[config.mk]
export PLATFORM = sky130hd
export DESIGN_NAME = bhm_front
export DESIGN_NICKNAME = d
export VERILOG_FILES = /design/src/hdl/bhm_pkg.sv /design/src/hdl/bhm_front.sv
export SDC_FILE = /design/constraint.sdc
export NUM_CORES = 1
export LEC_CHECK = 0
export ABC_CLOCK_PERIOD_IN_PS = 2600
export BUFFER_PORTS_ARGS = -buffer_cell sky130_fd_sc_hd__buf_2
export CAP_MARGIN = 10
export CORE_UTILIZATION = 49
export DETAILED_ROUTE_END_ITERATION = 8
export GPL_ROUTABILITY_DRIVEN = 1
export PLACE_DENSITY = 0.83
export SETUP_SLACK_MARGIN = 0.15
export SLEW_MARGIN = 20
export SYNTH_ARGS = -nofsm -noshare
export SYNTH_HDL_FRONTEND = slang
export SYNTH_SLANG_ARGS = --single-unit
export TNS_END_PERCENT = 50
[constraint.sdc]
create_clock -name clk -period 2.6 [get_ports clk]
set_input_delay 0.65 -clock clk [delete_from_list [all_inputs] [get_ports clk]]
set_output_delay 0.65 -clock clk [all_outputs]
set_load 0.01 [all_outputs]
[src/hdl/bhm_pkg.sv]
package bhm_pkg;

  localparam logic [1:0] FUNC_RECORD = 2'd0;
  localparam logic [1:0] FUNC_MEDIAN = 2'd1;
  localparam logic [1:0] FUNC_COUNT  = 2'd2;

  typedef enum logic [1:0] {
    OP_RECORD = 2'd0,
    OP_MEDIAN = 2'd1,
    OP_COUNT  = 2'd2,
    OP_EMPTY  = 2'd3
  } op_t;

  localparam int GRP_W_MAX = 14;
  localparam int BIN_W_MAX = 12;

  typedef struct packed {
    op_t                   op;
    logic [GRP_W_MAX-1:0]  grp;
    logic [BIN_W_MAX-1:0]  bin;
  } cmd_t;

endpackage

[src/hdl/bhm_front.sv]
module bhm_front
  import bhm_pkg::*;
#(
  parameter int SAMPLES   = 2,
  parameter int METRICS   = 4,
  parameter int GC_LEVELS = 101,
  parameter int BINS      = 256
) (
  input  logic        clk,
  input  logic        rst,
  input  logic        in_valid,
  output logic        in_stall,
  input  logic [1:0]  func,
  input  logic [0:0]  sample_id,
  input  logic [1:0]  metric_id,
  input  logic [6:0]  gc_percent,
  input  logic signed [15:0] value_hundredths,
  output logic        q_valid,
  input  logic        q_pop,
  output cmd_t        q_cmd
);

  localparam int DEPTH  = 2;

  cmd_t       fifo [DEPTH];
  logic [0:0] wr_ptr;
  logic [0:0] rd_ptr;
  logic [1:0] fill;
  cmd_t       cmd;
  logic       in_range;
  logic       cov_range;
  logic [31:0] grp_full;
  logic       keep;
  logic       push;

  assign in_stall = (fill == 2'(DEPTH));
  assign push     = in_valid && !in_stall && keep;

  always_comb begin
    in_range  = (32'(sample_id) < 32'(SAMPLES)) && (32'(metric_id) < 32'(METRICS)) &&
                (32'(gc_percent) < 32'(GC_LEVELS));
    cov_range = 32'(gc_percent) < 32'(GC_LEVELS);
    grp_full  = (32'(sample_id) * 32'(METRICS) + 32'(metric_id)) * 32'(GC_LEVELS) +
                32'(gc_percent);
    cmd.grp   = GRP_W_MAX'(grp_full);
    if (value_hundredths < 0) begin
      cmd.bin = '0;
    end else if (32'(value_hundredths) > 32'(BINS - 1)) begin
      cmd.bin = BIN_W_MAX'(BINS - 1);
    end else begin
      cmd.bin = BIN_W_MAX'(value_hundredths);
    end
    cmd.op = OP_EMPTY;
    keep   = 1'b1;
    unique case (func)
      FUNC_RECORD: begin
        // Drop records aimed outside the bank.
        cmd.op = OP_RECORD;
        keep   = in_range;
      end
      FUNC_MEDIAN: cmd.op = in_range ? OP_MEDIAN : OP_EMPTY;
      FUNC_COUNT: begin
        cmd.op  = cov_range ? OP_COUNT : OP_EMPTY;
        cmd.grp = GRP_W_MAX'(gc_percent);
      end
      default: begin
        cmd.op = OP_EMPTY;
        keep   = 1'b0;
      end
    endcase
  end

  always_ff @(posedge clk) begin
    if (push) begin
      fifo[wr_ptr] <= cmd;
    end
    if (rst) begin
      wr_ptr <= '0;
      rd_ptr <= '0;
      fill   <= '0;
    end else begin
      if (push) wr_ptr <= wr_ptr + 1'b1;
      if (q_pop) rd_ptr <= rd_ptr + 1'b1;
      fill <= fill + 2'(push) - 2'(q_pop);
    end
  end

  assign q_valid = (fill != 2'd0);
  assign q_cmd   = fifo[rd_ptr];

endmodule

## After elaboration in Yosys (flattened, before gate mapping)

Memories as Yosys holds them, arrays and structs flattened. A register that Yosys moved wholly into a read port is not among the register bits.
Cells that the tools add are included.

- Add/subtract/negate cells: 6
- $mul: 1
- Div/mod/pow operators: 0
- Order comparisons: 3
- Equality and inequality tests: 3
- Shift operators: 0
- Muxes and demuxes: 11
- Bitwise operators: 0
- Reduce and logical (&&, ||, !) cells: 6

Operators with widths:

| kind | count |
|---|---|
| $mux W12 | 3 |
| $gt A16 B9 Y1 const B | 1 |
| $lt A16 B1 Y1 const B | 1 |
| $add A11 B7 Y12 | 1 |
| $mul A4 B7 Y11 const B | 1 |
| $lt A7 B7 Y1 const B | 1 |
| $pmux W2 S3 | 1 |
| $mux W1 | 5 |
| $add A3 B2 Y4 | 1 |
| $eq A2 B2 Y1 const B | 2 |
| $add A1 B1 Y1 const B | 2 |
| $add A2 B1 Y2 | 1 |
| $eq A2 B1 Y1 const B | 1 |
| $logic_and A1 B1 Y1 | 2 |
| $logic_not A2 Y1 | 1 |
| $mux W2 | 1 |
| $pmux W1 S2 | 1 |
| $reduce_bool A2 Y1 | 1 |
| $reduce_or A2 Y1 | 1 |
| $sub A2 B1 Y2 | 1 |
| $logic_not A1 Y1 | 1 |

- Bits in registers: 4
- Bits in latches: 0
- Memory bits (writable): 52
- Bits in read-only memories: 0
- Input port bits: 32
- Output and inout port bits: 30
- Logic and storage cells: 34
- Memories kept: 1

Memories:

| name | depth | width | rd ports | clocked after Yosys merged registers in | write ports | line | source |
|---|---|---|---|---|---|---|---|
| fifo | 2 | 26 | 1 | 1 | 1 | bhm_front.sv:25 | `cmd_t fifo [DEPTH];` |

## Logic depth before layout (Yosys ltp)

- Word-level depth: 6
- Mapped depth: 11
- Depth with buffers taken out: 11

## Worst setup path before layout

No wires, ideal clock.

- Path kind: input port to flip-flop
- Start: input func[0]
- End: memory fifo[0][0] in the netlist's numbering (enable)
- Library setup time: 0.407 ns
- Data arrival time: 2.357 ns
- Required time: 2.193 ns
- Setup slack: -0.164 ns
- Stages on the path: 6
- Buffers on the path: 0
- Path through: inv_1 -> ha_1 -> nor3b_1 -> a221o_1 -> nand2_1 -> nor2_1

- Longest elaborated chain between the ends: 6
- Elaborated cells on any way between the ends: 8
- Classes of those cells: eq/ne (2); mux (3); reduce/logical (3)

RTL lines:

| what | line | source |
|---|---|---|
| start: declaration | bhm_front.sv:13 | `input logic [1:0] func,` |
| $eq A2 B2 Y1 / $eq A2 B1 Y1 (equally long branches) | bhm_front.sv:55 | `unique case (func)` |
| $reduce_or A2 Y1 (no line) | - |  |
| $pmux W1 S2 (*) | bhm_front.sv:55 |  |
| $logic_and A1 B1 Y1 (*) | bhm_front.sv:37 | `assign push = in_valid && !in_stall && keep;` |
| $mux W1 (*) | bhm_front.sv:74 | `if (push) begin` |
| $mux W1 (not written as such) (*) | bhm_front.sv:75 | `fifo[wr_ptr] <= cmd;` |
| end: declaration | bhm_front.sv:25 |  |

Mark *: on every way between the ends. The rest lies on a longest branch, timed or not.

==> flow_summary.yaml <==
run_status:
  status: "finished, final reports clean"
pwr:
  leakagePower_nw: 1.49
  vdd_drop_max_v: 0.000238
  seq_power_share: 0.518
  comb_power_share: 0.273
  p_switching_mw: 0.555
  power_mw: 2.08
  p_sw_frac: 0.267
  clkPwrFrac: 0.209
  intPower_mw: 1.52
  power_density_nw_per_um2: 576
drt:
  detail-route-antenna-nets: 0
  routedWlPerCell_um: 13.6
  wirelength_um: 5250
  viasPerCell: 5.12
  drc_errors: 0
  dr.pass1.iters: 4
  vias: 1971
  drtIter0Drc: 94
floorplanning:
  die_w_um: 79.0
  core_region_area_um2: 5610
  die_area_um2: 6250
  rows: 27
  die_y_um: 79.0
  start_util: 0.519
  io_pins: 62
clock_network:
  postCtsSetupRepairBufs: 0
  path_clk_slew_ns: 0.09
  clk_path_buf_depth: 2
  clock_sinks: 55
  cts_made_buffers: 5
  htreeDepth: 2
  clk_latency_ns: 0.30
  cts_tree: "done"
  cts_root_buf: "clkbuf_8"
worst_setup_path:
  startpoint_type: "input pin"
  worstPathRequired_ns: 2.76
  crit_path_max_fanout: 4
  cp.buffers_inverters: 3
  worstPathCellList: "buf_8, ha_4, inv_2, fa_1, inv_2, ha_4, nor2b_4, o31a_1, or4_1, nand3_2"
  critical-path-top-delay-family: "adder cells"
  critPathArrivalTime_ns: 2.66
  crit_type: "input pin to register"
  cp_slowest_stage_delay_ns: 0.50
  cpMaxStageDelayCell: "or4_1"
  end_kind: "register"
yosys:
  synth_compound_area_frac: 0.0568
  synth_seq_cells: 55
  synthCells: 227
  ys.flop_type: "edfxtp_1"
  synth_cell_types: 38
  synth_top_family_by_area: "adder cells"
  synth-adder-area-share: 0.121
  syn_area_um2: 2910
  yosys.area_share.simple: 0.100
  muxShareOfSynthArea: 0.112
  synth-edff-count: 50
  synth.avg_cell_area_um2: 12.8
  async_flop_share: 0
  synth-xor-area-share: 0.0151
  yosysWarnings: 0
  synth_seq_area_share: 0.551
global_routing:
  grt_pass1_vias: 1884
  antenna_found_initial: 0
  grt_pass1_wl_um: 8330
  use_met3: 0.0368
  met2_usage: 0.308
  grt_overflow: 0
  grt_max_degree: 26
  use_met1: 0.209
  top_usage_layer: "met2"
  grt_use_total: 0.175
layout:
  drive_above_1_share: 0.409
  final_area_um2: 3600
  nNetsFinal: 371
  final_cells: 385
  area_growth_pct: 24.0
  diodes: 0
sta:
  rsz0062_at_grt: "true"
  finalSetupViolCount: 0
  slew_violations: 0
  hold_ws_ns: 0.546
  finalCritPeriodShare: 0.960
  period_minus_slack_ns: 2.50
  max_freq_ghz: 0.401
  skew_ns: 0.00608
  hold_viol: 0
place:
  port_buffers: 58
  place_hpwl_um: 3970
  placedCellCount: 377
  gp_congestion: 0.814
  post_dp_cell_area_um2: 3440
run:
  maxCapViolations: 0
min_path:
  holdCritPathClass: "register to register"
-- flip-flops by register name (all words and copies together) (netlist names), named ones only --
signal  count
rd_ptr      1
wr_ptr      1
fill        2
fifo       50
-- area by class of cell --
| cell class | instances | area (um^2) |
|---|---|---|
| Fill cell | 449 | 2000 |
| Clock inverter | 3 | 15.0 |
| Timing Repair Buffer | 78 | 482 |
| Multi-Input combinational cell | 157 | 1290 |
| Sequential cell | 55 | 1600 |
| Clock buffer | 5 | 68.8 |
| Inverter | 15 | 56.3 |
| Tap cell | 72 | 90.1 |
-- path summary, 6_finish.rpt --
path / startpoint / end / slack, ns / depth (start not counted)
hold reg to reg: fill[1] / fill[1] / 0.55 / 2
setup / recovery: sample_id / fifo[1][19] / 0.10 / 10
hold / removal: fill[1] / fill[1] / 0.55 / 2
setup reg to reg: fill[1] / fill[1] / 0.91 / 9
-- per-stage QoR --
stage                     setup slack [ns]  setup TNS (ns)   util
after global routing                0.0524               0  0.643
after CTS                            0.129               0  0.641
after floorplan                     -0.164           -8.73      -
after detailed placement            -0.330           -3.05  0.613
final                                0.105               0  0.643
after global placement              -0.285           -2.45  0.613
-- power by group through the flow --
stage | clock network, mW | registers (mW) | logic (mW)
finish | 0.433 | 1.08 | 0.568
global route | 0.490 | 1.08 | 0.627
CTS | 0.451 | 1.08 | 0.566
detailed placement | 0 | 1.10 | 0.539
global placement | 0 | 1.09 | 0.522
floorplan | 0 | 1.09 | 0.337
-- metal layers --
layer,share of wire,vias up
met5,0,-
met3,0.032,5
li1,-,981
met2,0.54,44
met4,0.011,0
met1,0.41,941
-- cell usage in the layout, fill, tap and decap left out, drive strengths merged, types with 3 or more instances in the layout --
cell / n
xnor2: 3
conb: 11
o21ai: 9
edfxtp: 50
nor3: 11
nor2b: 3
buf: 78
mux2: 28
or4: 3
clkbuf: 5
nand2: 10
inv: 15
a21oi: 8
ha: 25
dfxtp: 5
nor2: 20
-- cell usage after synthesis, types with 5 or more instances --
library cell,n,area share
nand2_1,10,0.013
edfxtp_1,50,0.52
dfxtp_1,5,0.034
a21oi_1,8,0.014
ha_1,25,0.11
nor3_1,11,0.019
inv_1,15,0.019
nor2_1,20,0.026
mux2_2,28,0.11
o21ai_0,9,0.015
-- worst reg2reg max path: cells and delay by family (launching register included) --
kind          cells  cell delay [ns]
simple gates      4             0.48
fa+ha+maj         2             0.43
flops             1             0.33
xor+xnor          2             0.32
buf+inv           1             0.06
-- logic make-up after synthesis --
| group | count (synthesis) |
|---|---|
| simple gates | 58 |
| flops | 55 |
| mux | 29 |
| fa+ha+maj | 27 |
| compound gates | 27 |
| buf+inv | 25 |
| xor+xnor | 5 |
| other cells | 1 |
-- timing repair --
item	CTS	global route
resized for setup	13	4
endpoints found under the setup margin	8	11
cloned	0	0
hold buffers	0	0
pin swaps	0	2
Power figures use the tool's default switching activity.
